$ cat src/sv/c_comment_whitespace_filter_unit_assert.svh
// Assertion macros shared by the comment and whitespace filter RTL.
// No dependencies; included by the modules that carry assertions.
`ifndef C_COMMENT_WHITESPACE_FILTER_UNIT_ASSERT_SVH
`define C_COMMENT_WHITESPACE_FILTER_UNIT_ASSERT_SVH

// same-cycle implication
`define CWF_ASSERT_IMP(lbl, ck, rn, ante, cons) \
	lbl: assert property (@(posedge ck) disable iff (!rn) (ante) |-> (cons)) \
		else $error("cwf assertion failed");

// next-cycle implication
`define CWF_ASSERT_NXT(lbl, ck, rn, ante, cons) \
	lbl: assert property (@(posedge ck) disable iff (!rn) (ante) |=> (cons)) \
		else $error("cwf assertion failed");

`endif

$ cat src/sv/cwf_pkg.sv
// Shared constants and types of the comment and whitespace filter.
// No dependencies; used by every module of the block.
`default_nettype none
package cwf_pkg;

	localparam int LINE_WIDTH   = 24;
	localparam int COLUMN_WIDTH = 16;
	localparam int BYTE_W       = 8;
	localparam int TDATA_W      = ((BYTE_W + LINE_WIDTH + COLUMN_WIDTH + 7) / 8) * 8;
	localparam int FIFO_DEPTH   = 4;
	localparam int FIFO_AW      = $clog2(FIFO_DEPTH);

	localparam logic [2:0] MODE_NORMAL  = 3'd0;
	localparam logic [2:0] MODE_SLASH   = 3'd1;
	localparam logic [2:0] MODE_BSLASH  = 3'd2;
	localparam logic [2:0] MODE_LINECOM = 3'd3;
	localparam logic [2:0] MODE_BLOCK   = 3'd4;
	localparam logic [2:0] MODE_STAR    = 3'd5;
	localparam logic [2:0] MODE_SKIP    = 3'd6;

	localparam logic [7:0] CH_NUL    = 8'h00;
	localparam logic [7:0] CH_TAB    = 8'h09;
	localparam logic [7:0] CH_NL     = 8'h0A;
	localparam logic [7:0] CH_VT     = 8'h0B;
	localparam logic [7:0] CH_FF     = 8'h0C;
	localparam logic [7:0] CH_CR     = 8'h0D;
	localparam logic [7:0] CH_SPACE  = 8'h20;
	localparam logic [7:0] CH_QUOTE  = 8'h22;
	localparam logic [7:0] CH_STAR   = 8'h2A;
	localparam logic [7:0] CH_SLASH  = 8'h2F;
	localparam logic [7:0] CH_BSLASH = 8'h5C;

	typedef struct packed {
		logic [BYTE_W-1:0] ch;
		logic              endm;
	} res_t;

	// one queue entry: up to two results of one transaction
	typedef struct packed {
		res_t                    r0;
		res_t                    r1;
		logic                    two;
		logic [LINE_WIDTH-1:0]   line;
		logic [COLUMN_WIDTH-1:0] col;
	} entry_t;

endpackage
`default_nettype wire

$ cat src/sv/cwf_front.sv
// Front end: accepts source bytes, tracks scan state and counters, builds result entries.
// Depends on cwf_pkg and the assertion macro header.
`default_nettype none
`include "c_comment_whitespace_filter_unit_assert.svh"
module cwf_front (
	input  wire logic                  clk,
	input  wire logic                  arst_n,
	input  wire logic                  s_tvalid,
	output logic                       s_tready,
	input  wire logic [7:0]            s_tdata,
	input  wire logic                  s_tlast,
	input  wire logic                  q_ready,
	output logic                       q_wr,
	output cwf_pkg::entry_t            q_data
);

	typedef struct packed {
		logic [2:0] mode;
		logic       in_str;
		logic       sp;
		logic [7:0] prev;
	} scan_t;

	typedef struct packed {
		scan_t      st;
		logic       emit;
		logic [7:0] ch;
	} plain_t;

	function automatic logic is_blank(input logic [7:0] c);
		return c inside {cwf_pkg::CH_SPACE, cwf_pkg::CH_TAB, cwf_pkg::CH_VT,
			cwf_pkg::CH_FF, cwf_pkg::CH_CR};
	endfunction

	function automatic plain_t plain_byte(input scan_t s, input logic [7:0] c);
		plain_t r;
		r.st   = s;
		r.emit = 1'b0;
		r.ch   = c;
		if (s.in_str) begin
			if (c == cwf_pkg::CH_QUOTE && s.prev != cwf_pkg::CH_BSLASH)
				r.st.in_str = 1'b0;
			r.emit = 1'b1;
		end else if (c == cwf_pkg::CH_QUOTE && s.prev != cwf_pkg::CH_BSLASH) begin
			r.st.in_str = 1'b1;
			r.emit      = 1'b1;
		end else if (c == cwf_pkg::CH_SLASH && s.prev != cwf_pkg::CH_BSLASH) begin
			r.st.mode = cwf_pkg::MODE_SLASH;
		end else if (c == cwf_pkg::CH_BSLASH) begin
			r.st.mode = cwf_pkg::MODE_BSLASH;
		end else if (c == cwf_pkg::CH_NL) begin
			r.st.sp = 1'b1;
			r.emit  = 1'b1;
		end else if (is_blank(c)) begin
			if (!s.sp) begin
				r.st.sp = 1'b1;
				r.emit  = 1'b1;
				r.ch    = cwf_pkg::CH_SPACE;
			end else begin
				r.st.mode = cwf_pkg::MODE_SKIP;
			end
		end else begin
			r.st.sp = 1'b0;
			r.emit  = 1'b1;
		end
		if (r.emit)
			r.st.prev = r.ch;
		return r;
	endfunction

	logic [2:0]                       mode_q;
	logic                             in_str_q;
	logic                             sp_q;
	logic [7:0]                       prev_q;
	logic [cwf_pkg::LINE_WIDTH-1:0]   line_q;
	logic [cwf_pkg::COLUMN_WIDTH-1:0] col_q;
	logic                             ended_q;

	scan_t                            st;
	plain_t                           pb;
	logic                             ended_n;
	logic [cwf_pkg::LINE_WIDTH-1:0]   line_n;
	logic [cwf_pkg::COLUMN_WIDTH-1:0] col_n;
	logic [7:0]                       rb [2];
	logic                             re [2];
	logic [1:0]                       n;
	logic                             acc;

	assign s_tready = q_ready;
	assign acc      = s_tvalid && q_ready;

	always_comb begin
		st      = '{mode: mode_q, in_str: in_str_q, sp: sp_q, prev: prev_q};
		pb      = '0;
		ended_n = ended_q;
		line_n  = line_q;
		col_n   = col_q;
		rb[0]   = cwf_pkg::CH_NUL;
		rb[1]   = cwf_pkg::CH_NUL;
		re[0]   = 1'b0;
		re[1]   = 1'b0;
		n       = 2'd0;
		if (ended_q) begin
			re[0] = 1'b1;
			n     = 2'd1;
		end else if (s_tlast) begin
			if (mode_q == cwf_pkg::MODE_SLASH) begin
				st.sp   = 1'b0;
				st.prev = cwf_pkg::CH_SLASH;
				rb[0]   = cwf_pkg::CH_SLASH;
				n       = 2'd1;
			end else if (mode_q == cwf_pkg::MODE_BSLASH) begin
				st.prev = cwf_pkg::CH_BSLASH;
				rb[0]   = cwf_pkg::CH_BSLASH;
				n       = 2'd1;
			end
			st.mode     = cwf_pkg::MODE_NORMAL;
			ended_n     = 1'b1;
			rb[n[0]]    = cwf_pkg::CH_NUL;
			re[n[0]]    = 1'b1;
			n           = 2'(n + 2'd1);
		end else begin
			if (s_tdata == cwf_pkg::CH_NL) begin
				if (line_q != '1)
					line_n = line_q + 1'b1;
				col_n = '0;
			end else if (col_q != '1) begin
				col_n = col_q + 1'b1;
			end
			case (mode_q)
				cwf_pkg::MODE_SLASH: begin
					if (s_tdata == cwf_pkg::CH_SLASH) begin
						st.mode = cwf_pkg::MODE_LINECOM;
					end else if (s_tdata == cwf_pkg::CH_STAR) begin
						st.mode = cwf_pkg::MODE_BLOCK;
					end else begin
						st.mode = cwf_pkg::MODE_NORMAL;
						st.sp   = 1'b0;
						st.prev = cwf_pkg::CH_SLASH;
						rb[0]   = cwf_pkg::CH_SLASH;
						n       = 2'd1;
						pb      = plain_byte(st, s_tdata);
						st      = pb.st;
						if (pb.emit) begin
							rb[1] = pb.ch;
							n     = 2'd2;
						end
					end
				end
				cwf_pkg::MODE_BSLASH: begin
					st.mode = cwf_pkg::MODE_NORMAL;
					if (s_tdata == cwf_pkg::CH_NL) begin
						if (!st.sp) begin
							st.sp   = 1'b1;
							st.prev = cwf_pkg::CH_SPACE;
							rb[0]   = cwf_pkg::CH_SPACE;
							n       = 2'd1;
						end
					end else begin
						st.prev = cwf_pkg::CH_BSLASH;
						rb[0]   = cwf_pkg::CH_BSLASH;
						n       = 2'd1;
						pb      = plain_byte(st, s_tdata);
						st      = pb.st;
						if (pb.emit) begin
							rb[1] = pb.ch;
							n     = 2'd2;
						end
					end
				end
				cwf_pkg::MODE_LINECOM: begin
					if (s_tdata == cwf_pkg::CH_NL) begin
						st.mode = cwf_pkg::MODE_NORMAL;
						st.prev = s_tdata;
						rb[0]   = s_tdata;
						n       = 2'd1;
					end
				end
				cwf_pkg::MODE_BLOCK: begin
					if (s_tdata == cwf_pkg::CH_STAR)
						st.mode = cwf_pkg::MODE_STAR;
				end
				cwf_pkg::MODE_STAR: begin
					if (s_tdata == cwf_pkg::CH_SLASH) begin
						st.mode = cwf_pkg::MODE_NORMAL;
						if (!st.sp) begin
							st.sp   = 1'b1;
							st.prev = cwf_pkg::CH_SPACE;
							rb[0]   = cwf_pkg::CH_SPACE;
							n       = 2'd1;
						end
					end else if (s_tdata != cwf_pkg::CH_STAR) begin
						st.mode = cwf_pkg::MODE_BLOCK;
					end
				end
				cwf_pkg::MODE_SKIP: begin
					if (!(is_blank(s_tdata) || s_tdata == cwf_pkg::CH_NL)) begin
						st.mode = cwf_pkg::MODE_NORMAL;
						pb      = plain_byte(st, s_tdata);
						st      = pb.st;
						if (pb.emit) begin
							rb[0] = pb.ch;
							n     = 2'd1;
						end
					end
				end
				default: begin
					st.mode = cwf_pkg::MODE_NORMAL;
					pb      = plain_byte(st, s_tdata);
					st      = pb.st;
					if (pb.emit) begin
						rb[0] = pb.ch;
						n     = 2'd1;
					end
				end
			endcase
		end
	end

	assign q_wr           = acc && (n != 2'd0);
	assign q_data.r0.ch   = rb[0];
	assign q_data.r0.endm = re[0];
	assign q_data.r1.ch   = rb[1];
	assign q_data.r1.endm = re[1];
	assign q_data.two     = (n == 2'd2);
	assign q_data.line    = line_n;
	assign q_data.col     = col_n;

	always_ff @(posedge clk or negedge arst_n) begin
		if (!arst_n) begin
			mode_q   <= cwf_pkg::MODE_NORMAL;
			in_str_q <= 1'b0;
			sp_q     <= 1'b1;
			prev_q   <= cwf_pkg::CH_NUL;
			line_q   <= cwf_pkg::LINE_WIDTH'(1);
			col_q    <= '0;
			ended_q  <= 1'b0;
		end else if (acc) begin
			mode_q   <= st.mode;
			in_str_q <= st.in_str;
			sp_q     <= st.sp;
			prev_q   <= st.prev;
			line_q   <= line_n;
			col_q    <= col_n;
			ended_q  <= ended_n;
		end
	end

	`CWF_ASSERT_IMP(a_ended_normal, clk, arst_n, ended_q, mode_q == cwf_pkg::MODE_NORMAL)
	`CWF_ASSERT_IMP(a_line_nonzero, clk, arst_n, 1'b1, line_q != '0)

endmodule
`default_nettype wire

$ cat src/sv/cwf_fifo.sv
// Short queue of result entries between the front end and the output stage.
// Depends on cwf_pkg and the assertion macro header.
`default_nettype none
`include "c_comment_whitespace_filter_unit_assert.svh"
module cwf_fifo (
	input  wire logic             clk,
	input  wire logic             arst_n,
	input  wire logic             wr,
	input  wire cwf_pkg::entry_t  wdata,
	output logic                  ready,
	input  wire logic             rd,
	output cwf_pkg::entry_t       rdata,
	output logic                  rvalid
);

	cwf_pkg::entry_t                mem_q [cwf_pkg::FIFO_DEPTH];
	logic [cwf_pkg::FIFO_AW-1:0]   wp_q;
	logic [cwf_pkg::FIFO_AW-1:0]   rp_q;
	logic [cwf_pkg::FIFO_AW:0]     count_q;

	assign ready  = count_q != (cwf_pkg::FIFO_AW + 1)'(cwf_pkg::FIFO_DEPTH);
	assign rvalid = count_q != '0;
	assign rdata  = mem_q[rp_q];

	always_ff @(posedge clk) begin
		if (wr)
			mem_q[wp_q] <= wdata;
	end

	always_ff @(posedge clk or negedge arst_n) begin
		if (!arst_n) begin
			wp_q    <= '0;
			rp_q    <= '0;
			count_q <= '0;
		end else begin
			if (wr)
				wp_q <= wp_q + 1'b1;
			if (rd)
				rp_q <= rp_q + 1'b1;
			if (wr && !rd)
				count_q <= count_q + 1'b1;
			else if (rd && !wr)
				count_q <= count_q - 1'b1;
		end
	end

	`CWF_ASSERT_IMP(a_no_overflow, clk, arst_n, wr, ready)
	`CWF_ASSERT_IMP(a_no_underflow, clk, arst_n, rd, rvalid)

endmodule
`default_nettype wire

$ cat src/sv/cwf_back.sv
// Output stage: splits queue entries into single results and holds them for the master side.
// Depends on cwf_pkg and the assertion macro header.
`default_nettype none
`include "c_comment_whitespace_filter_unit_assert.svh"
module cwf_back (
	input  wire logic                    clk,
	input  wire logic                    arst_n,
	input  wire cwf_pkg::entry_t         head,
	input  wire logic                    head_valid,
	output logic                         pop,
	output logic                         m_tvalid,
	input  wire logic                    m_tready,
	output logic [cwf_pkg::TDATA_W-1:0]  m_tdata,
	output logic                         m_tlast,
	output logic                         m_tuser
);

	logic                             valid_q;
	logic                             phase_q;
	logic [7:0]                       byte_q;
	logic                             endm_q;
	logic                             last_q;
	logic [cwf_pkg::LINE_WIDTH-1:0]   line_q;
	logic [cwf_pkg::COLUMN_WIDTH-1:0] col_q;

	logic          ld;
	logic          fin;
	cwf_pkg::res_t sel;

	assign ld  = head_valid && (!valid_q || m_tready);
	assign fin = !head.two || phase_q;
	assign sel = phase_q ? head.r1 : head.r0;
	assign pop = ld && fin;

	always_ff @(posedge clk or negedge arst_n) begin
		if (!arst_n) begin
			valid_q <= 1'b0;
			phase_q <= 1'b0;
		end else if (ld) begin
			valid_q <= 1'b1;
			phase_q <= !fin;
		end else if (m_tready) begin
			valid_q <= 1'b0;
		end
	end

	always_ff @(posedge clk) begin
		if (ld) begin
			byte_q <= sel.ch;
			endm_q <= sel.endm;
			last_q <= fin;
			line_q <= head.line;
			col_q  <= head.col;
		end
	end

	assign m_tvalid = valid_q;
	assign m_tdata  = cwf_pkg::TDATA_W'({col_q, line_q, byte_q});
	assign m_tlast  = last_q;
	assign m_tuser  = endm_q;

	`CWF_ASSERT_IMP(a_phase_two, clk, arst_n, phase_q, head_valid && head.two)
	`CWF_ASSERT_IMP(a_end_zero, clk, arst_n, valid_q && endm_q, byte_q == cwf_pkg::CH_NUL)
	`CWF_ASSERT_NXT(a_second_follows, clk, arst_n, ld && !fin, valid_q && !last_q)

endmodule
`default_nettype wire

$ cat src/sv/c_comment_whitespace_filter_unit.sv
// With the queue empty and the output register free, a result enters the result queue as its
// input transaction is accepted, then is loaded into the output register for the master side.
// Input: one transaction per cycle while s_tready is high; a transaction with two results is
// presented as two output results in turn, and the four-entry result queue absorbs the difference.
// s_tready falls only when the result queue is full.
// Reset (arst_n low, asynchronous): scanner to normal mode, line 1, column 0, queue empty.
`default_nettype none
module c_comment_whitespace_filter_unit (
	input  wire logic                    clk,
	input  wire logic                    arst_n,
	input  wire logic                    s_tvalid,
	output logic                         s_tready,
	input  wire logic [7:0]              s_tdata,  // [7:0] in_byte
	input  wire logic                    s_tlast,  // end_of_input
	output logic                         m_tvalid,
	input  wire logic                    m_tready,
	output logic [cwf_pkg::TDATA_W-1:0]  m_tdata,  // out_byte, line_number, column_number
	output logic                         m_tlast,  // last_of_run
	output logic                         m_tuser   // end_mark
);

	logic            q_ready;
	logic            q_wr;
	cwf_pkg::entry_t q_wdata;
	cwf_pkg::entry_t q_head;
	logic            q_valid;
	logic            q_pop;

	cwf_front u_front (
		.clk      (clk),
		.arst_n   (arst_n),
		.s_tvalid (s_tvalid),
		.s_tready (s_tready),
		.s_tdata  (s_tdata),
		.s_tlast  (s_tlast),
		.q_ready  (q_ready),
		.q_wr     (q_wr),
		.q_data   (q_wdata)
	);

	cwf_fifo u_fifo (
		.clk    (clk),
		.arst_n (arst_n),
		.wr     (q_wr),
		.wdata  (q_wdata),
		.ready  (q_ready),
		.rd     (q_pop),
		.rdata  (q_head),
		.rvalid (q_valid)
	);

	cwf_back u_back (
		.clk        (clk),
		.arst_n     (arst_n),
		.head       (q_head),
		.head_valid (q_valid),
		.pop        (q_pop),
		.m_tvalid   (m_tvalid),
		.m_tready   (m_tready),
		.m_tdata    (m_tdata),
		.m_tlast    (m_tlast),
		.m_tuser    (m_tuser)
	);

endmodule
`default_nettype wire

$ cat config.mk
export PLATFORM = sky130hd
export DESIGN_NAME = c_comment_whitespace_filter_unit
export DESIGN_NICKNAME = d
export VERILOG_FILES = /design/src/sv/cwf_pkg.sv /design/src/sv/cwf_front.sv /design/src/sv/cwf_fifo.sv /design/src/sv/cwf_back.sv /design/src/sv/c_comment_whitespace_filter_unit.sv
export VERILOG_INCLUDE_DIRS = /design/src /design/src/sv
export SDC_FILE = /design/constraint.sdc
export NUM_CORES = 1
export LEC_CHECK = 0
export ABC_AREA = 1
export ABC_CLOCK_PERIOD_IN_PS = 5000
export BUFFER_PORTS_ARGS = -buffer_cell sky130_fd_sc_hd__buf_2
export CORE_MARGIN = 4
export CORE_UTILIZATION = 47
export DETAILED_ROUTE_END_ITERATION = 10
export PLACE_DENSITY_LB_ADDON = 0.3
export SLEW_MARGIN = 25
export SYNTH_ARGS = -nofsm -noshare
export SYNTH_HDL_FRONTEND = slang
export SYNTH_SLANG_ARGS = --single-unit
$ cat constraint.sdc
create_clock -name clk -period 5 [get_ports clk]
set_input_delay 1 -clock clk [delete_from_list [all_inputs] [get_ports clk]]
set_output_delay 1 -clock clk [all_outputs]
set_load 0.05 [all_outputs]
==> flow_summary.toml, run 1 <==
[run_status]
status = "finished, final reports clean"

[power_and_ir_drop]
switching_power_mw = 3.75
ir_drop_v = 0.000361
p_seq_frac = 0.432
combPwrFrac = 0.297
internal_power_mw = 6.68
leakage_nw = 6.70
power_per_cell_area_mw_per_mm2 = 593
p_clk_frac = 0.271
p_sw_frac = 0.359

[clocking]
cts_tree = "yes"
path_clk_slew_ns = 0.06
clk_latency_ns = 0.52
cts_resized = 0
hold_buffers = 0
cts_htree_levels = 2
numCtsBuffers = 37
post_cts_buffers = 0
cts_root_buf = "clkbuf_16"
cts_sinks = 349
clk_path_buf_depth = 3

[floorplanning]
io_pins = 65
die_h_um = 189
dieArea_mm2 = 0.0358
fp.dieW_um = 189
rows = 66
core_area_mm2 = 0.0325
initial_core_util = 0.476

[sta]
finalSetupViolCount = 0
fin_crit_sh = 0.685
finalSetupTns_ns = 0
period_needed_ns = 3.43
max_freq_ghz = 0.292
skew_ns = 0.0132
slew_headroom = 0.423
rsz0062_at_grt = "no"
drv_slew = 0
whs_ns = 0.488
worstMarginPinSlew_ns = 0.858
final_hold_viol_count = 0

[logic_synthesis]
synth_edf_count = 286
synthArstFlopShare = 0.181
syn_area_mm2 = 0.0155
synthFlopType = "edfxtp_1"
ys_types = 49
yosys_warnings = 0
synthCells = 1441
ys_ff_latch = 349
syn-num-nets = 1462
synth.avg_cell_area_um2 = 10.7
ys_seq_area_frac = 0.658

[critical_path]
cp-startpoint = "s_tdata[2]"
end_kind = "flop"
worstRegToRegCells = 18
regToRegEndpoint = "u_fifo.count_q[2]"
worstSetupEndpoint = "u_fifo.count_q[2]"
r2r_slack_ns = 1.78
crit_required_ns = 5.39
worstReg2RegStart = "u_front.mode_q[2]"
cp.arrival_ns = 3.81
cp-start-kind = "primary input"
path_class = "primary input to flop"
cp_max_fo = 8

[layout]
design_area_mm2 = 0.0176
drive_gt1_frac = 0.140
syn_to_final_growth_pct = 13.7
finish.utilization = 0.542
antenna_cells = 0
fin_cells = 1977
nets = 1528

[hold_path]
min_path_type = "primary input to async pin"

[route]
drc = 0
drt-vias-per-instance = 5.41
drtAntennaViolNets = 0
wl_per_cell_um = 18.0
num_vias = 10689
wl_mm = 35.5
drtIter0Drc = 898
first_pass_iters = 6

[run]
cap_viol_max_count = 0

[grt]
grt_overflow_total = 0
antenna_found_initial = 0
grt_usage = 0.197
first_global_vias = 10407
grt_max_degree = 64
grt_pass1_wl_mm = 56.7

[placement]
globalplace.congestion = 0.916
place_area_mm2 = 0.0163
hpwl_mm = 22.6
portBuffers = 64
placedCellCount = 1910
worst max-delay path, stage by stage:
cell and delay (ns):
buf_2 0.12, inv_1 0.16, nand2_1 0.10, inv_1 0.06, nand2_1 0.05, nor2_1 0.29
nand2_1 0.12, nand2_1 0.10, a21oi_2 0.06, nor2_4 0.23, nor2_2 0.08, nand4_2 0.11
nand2_2 0.19, inv_1 0.11, ha_1 0.14, inv_1 0.07, fa_1 0.43, a21oi_1 0.14
o21ai_0 0.10, xor2_1 0.16
kinds of logic (layout without fill, tap and decap cells):
kind of cell | Yosys count | count (layout) | synth area share
DFF | 349 | 349 | 0.658
AOI/OAI and AO/OA | 300 | 300 | 0.107
and+or+nand+nor | 581 | 581 | 0.168
xor gates and xnor gates | 24 | 24 | 0.0160
adders and majority gates | 8 | 8 | 0.00696
buffers and inverters | 179 | 273 | 0.0443
registers in the layout, indices dropped and copies added, names as in the netlist:
register / count
u_back.m_tlast: 1
u_back.phase_q: 1
u_fifo.mem_q: 236
u_front.prev_q: 8
u_front.mode_q: 3
u_front.in_str_q: 1
u_front.ended_q: 1
u_front.line_q: 24
u_back.line_q: 24
u_back.m_tuser: 1
u_front.sp_q: 1
u_fifo.rp_q: 2
u_front.col_q: 16
u_back.col_q: 16
u_back.byte_q: 8
u_fifo.wp_q: 2
u_back.m_tvalid: 1
u_fifo.count_q: 3
power groups by stage:
stage / combinational [mW] / clock [mW] / sequential [mW]
2_1_floorplan: 1.53 / 0 / 5.27
6_report: 3.10 / 2.82 / 4.51
5_1_grt: 3.40 / 3.00 / 4.59
3_5_place_dp: 3.14 / 0 / 4.56
4_1_cts: 3.15 / 2.87 / 4.51
3_3_place_gp: 3.08 / 0 / 4.54
synth_stat cells (3+ instances only):
cell        n  area, um^2
xor2_1     16         140
buf_1       5        18.8
nand2_1   228         856
o211ai_1    6        45.0
o22ai_1    52         325
nand3_2     4        40.0
nor3_1     22         110
o31ai_1     3        22.5
nor2_2     13        81.3
clkbuf_1   48         180
nor4_1      3        18.8
nor2_4      7        78.8
xnor2_1     3        26.3
o21ai_1     6        30.0
nor2_8      3        60.1
a211oi_1    5        37.5
o221ai_1    3        26.3
nand4_1    17         106
or2_2       3        18.8
inv_1     110         413
nand3_1    50         250
a21oi_1    30         150
inv_2      11        41.3
nand2_4     5        56.3
dfrtp_1    61        1530
nor2_1    209         785
o21ai_0   175         876
ha_1        7        87.6
nand2_2     9        56.3
a31oi_1    14        87.6
xor2_2      5        81.3
edfxtp_1  286        8590
metal layers:
metal | global-route usage | up-vias | wire length, um
met4 | 0.0643 | 0 | 1030
met3 | 0.0262 | 78 | 1650
li1 | - | 5147 | -
met5 | 0 | - | 0
met1 | 0.269 | 5158 | 15600
met2 | 0.331 | 306 | 17300
stage by stage:
stage / power [mW] / worst slack, ns
after floorplan: 6.80 / -0.0429
after global placement: 7.62 / 1.10
after detailed placement: 7.70 / 1.05
after CTS: 10.5 / 1.59
after global routing: 11.0 / 1.25
final: 10.4 / 1.57
layout make-up:
cell class / instances / area (um^2)
fill: 2770 / 14900
sequential: 349 / 10200
multi-input combinational: 913 / 4650
clock buffer: 53 / 1080
tap: 442 / 553
inverter: 124 / 475
timing repair buffer: 82 / 455
clock inverter: 14 / 195
how the worst min path moves through the flow:
stage,start,endpoint,slack [ns],depth (start not counted)
final,arst_n,u_front.in_str_q,0.49,1
after global routing,arst_n,u_fifo.count_q[2],0.53,1
after CTS,arst_n,u_front.in_str_q,0.50,1
after detailed placement,u_front.prev_q[0],u_front.prev_q[0],0.48,2
after global placement,u_front.prev_q[0],u_front.prev_q[0],0.48,2
after floorplan,u_front.prev_q[0],u_front.prev_q[0],0.45,2
placed cells by master, fill, tap and decap left out, types with 3 or more instances in the layout:
cell and instances:
nor2_1 205, bufinv_16 5, buf_2 64, o22ai_1 52, clkbuf_16 39, or2_2 3
xnor2_1 3, clkbuf_8 5, o21ai_1 6, ha_1 7, nor3_1 22, o21ai_0 175
inv_1 109, nor2_2 13, dfrtp_1 59, xor2_2 5, nand2_1 228, a21oi_1 30
buf_4 18, clkbuf_1 9, nor2_4 11, nand2_2 9, clkinv_2 5, a211oi_1 5
a31oi_1 13, nand4_1 17, nand2_4 5, xor2_1 16, inv_2 12, edfxtp_1 286
nand3_2 4, clkinv_1 3, nor4_1 3, o211ai_1 6, o31ai_1 3, nor2_8 3
nand3_1 50, o221ai_1 3
Power figures use the tool's default switching activity.
==> inputs of run 2 (changes only) <==
--- a/config.mk
+++ b/config.mk
@@ -7,7 +7,7 @@
 export NUM_CORES = 1
 export LEC_CHECK = 0
 export ABC_AREA = 1
-export ABC_CLOCK_PERIOD_IN_PS = 5000
+export ABC_CLOCK_PERIOD_IN_PS = 3000
 export BUFFER_PORTS_ARGS = -buffer_cell sky130_fd_sc_hd__buf_2
 export CORE_MARGIN = 4
 export CORE_UTILIZATION = 47
==> constraint.sdc (replaced) <==
create_clock -name clk -period 3 [get_ports clk]
set_input_delay 0.6 -clock clk [delete_from_list [all_inputs] [get_ports clk]]
set_output_delay 0.6 -clock clk [all_outputs]
set_load 0.05 [all_outputs]
==> run 2 against run 1 <==
Compared with the run above:
- cell count rose by 2.8%
- via count increased by 2.0%
- total power is 67% higher
- critical endpoint unchanged
- largest cell class unchanged
- highest routed layer unchanged
==> flow_summary.toml, run 2 (synthesized netlist as in run 1, its figures left out) <==
[run_status]
status = "finished, final reports clean"

[critical_path]
cp-startpoint = "u_front.mode_q[2]"
path_class = "flop to flop"
worstReg2RegStart = "u_front.mode_q[2]"
cp_max_fo = 8
cp.arrival_ns = 3.21
r2r_slack_ns = 0.18
cp-start-kind = "flop"
crit_required_ns = 3.38
end_kind = "flop"

[floorplanning]
core_area_mm2 = 0.0325
initial_core_util = 0.476
io_pins = 65
fp.dieW_um = 189
die_h_um = 189
dieArea_mm2 = 0.0358
rows = 66

[clocking]
numCtsBuffers = 37
cts_htree_levels = 2
clk_path_buf_depth = 3
path_clk_slew_ns = 0.06
cts_sinks = 349
cts_root_buf = "clkbuf_16"
cts_tree = "yes"
clk_latency_ns = 0.51
hold_buffers = 0

[hold_path]
min_path_type = "primary input to async pin"

[sta]
skew_ns = 0.0156
whs_ns = 0.153
drv_slew = 0
final_hold_viol_count = 0
rsz0062_at_grt = "no"
worstMarginPinSlew_ns = 0.752
period_needed_ns = 2.82
max_freq_ghz = 0.354
fin_crit_sh = 0.941
slew_headroom = 0.499
finalSetupViolCount = 0

[power_and_ir_drop]
ir_drop_v = 0.000678
power_per_cell_area_mw_per_mm2 = 962
p_sw_frac = 0.362
leakage_nw = 6.97
switching_power_mw = 6.28
p_clk_frac = 0.260
p_seq_frac = 0.425
power_mw = 17.4
combPwrFrac = 0.315
internal_power_mw = 11.1

[layout]
syn_to_final_growth_pct = 16.8
final_cell_mix = "286 x edfxtp_1, 228 x nand2_1, 202 x nor2_1"
nets = 1584
drive_gt1_frac = 0.175
antenna_cells = 0
largest_register_ffs = 236
top_register = "u_fifo.mem_q"
mostFrequentLayoutCell = "edfxtp_1"
top_regs = "u_fifo.mem_q x236, u_back.line_q x24, u_front.line_q x24"

[run]
cap_viol_max_count = 0

[route]
drtAntennaViolNets = 0
num_vias = 10900
first_pass_iters = 5
drtIter0Drc = 966
wl_mm = 35.7
wl_per_cell_um = 17.6
drc = 0
drt-vias-per-instance = 5.36

[grt]
grt_overflow_total = 0
antenna_found_initial = 0
grt_max_degree = 73
grt_pass1_wl_mm = 57.0
grt_usage = 0.198
first_global_vias = 10620

[placement]
globalplace.congestion = 0.921
hpwl_mm = 22.9
portBuffers = 64
## run 2: worst max-delay path: stages, from the launching register on
cell	delay (ns)
dfrtp_1	0.46
inv_2	0.12
nand2_4	0.11
nor2_4	0.07
buf_4	0.18
inv_2	0.19
nand2_2	0.11
nand2_1	0.09
inv_1	0.06
nand4_2	0.13
nand2_4	0.05
inv_1	0.06
ha_1	0.15
inv_1	0.07
fa_1	0.43
a21oi_1	0.13
o21ai_0	0.11
xor2_1	0.16
## run 2: cell type report
cell class	count	area, um^2
Fill cell	2714	14400
Inverter	124	479
Multi-Input combinational cell	913	4670
Timing Repair Buffer	138	963
Sequential cell	349	10200
Clock buffer	49	1020
Tap cell	442	553
Clock inverter	17	198
## run 2: power groups by stage
stage / Sequential [mW] / Clock, mW / Combinational (mW)
after floorplan: 8.73 / 0 / 2.60
after global placement: 7.44 / 0 / 5.45
after detailed placement: 7.47 / 0 / 5.53
after CTS: 7.39 / 4.63 / 5.55
after global routing: 7.51 / 4.83 / 5.99
final: 7.38 / 4.52 / 5.47
## run 2: path summary, 6_finish.rpt
check                      cells past startpoint                end
max reg2reg                                   17  u_fifo.count_q[2]
min reg2reg                                    2  u_front.prev_q[0]
min in group clk                               2    u_back.m_tvalid
max                                           17  u_fifo.count_q[2]
min                                            1  u_front.mode_q[2]
max in group asynchronous                      2   u_front.col_q[4]
## run 2: repair_timing
| item | CTS | global route |
|---|---|---|
| gates resized for setup | 0 | 3 |
| endpoints found under the setup margin | 0 | 1 |
| buffers inserted | 0 | 1 |
## run 2: per-stage QoR
stage / util / TNS, ns / worst slack, ns / cells / area (um^2)
floorplan: - / 0 / 0.00889 / 1441 / 15500
global placement: 0.518 / -0.00349 / -0.00349 / 1965 / 16800
detailed placement: 0.518 / -0.0900 / -0.0503 / 1965 / 16800
CTS: 0.556 / 0 / 0.116 / 2031 / 18000
global route: 0.556 / 0 / 0.00248 / 2032 / 18100
finish: 0.556 / 0 / 0.177 / 2032 / 18100
## run 2: layer usage
layer	track usage	wire length (um)
met1	0.280	16100
met2	0.328	17100
met3	0.0264	1600
met4	0.0501	839
met5	0	0
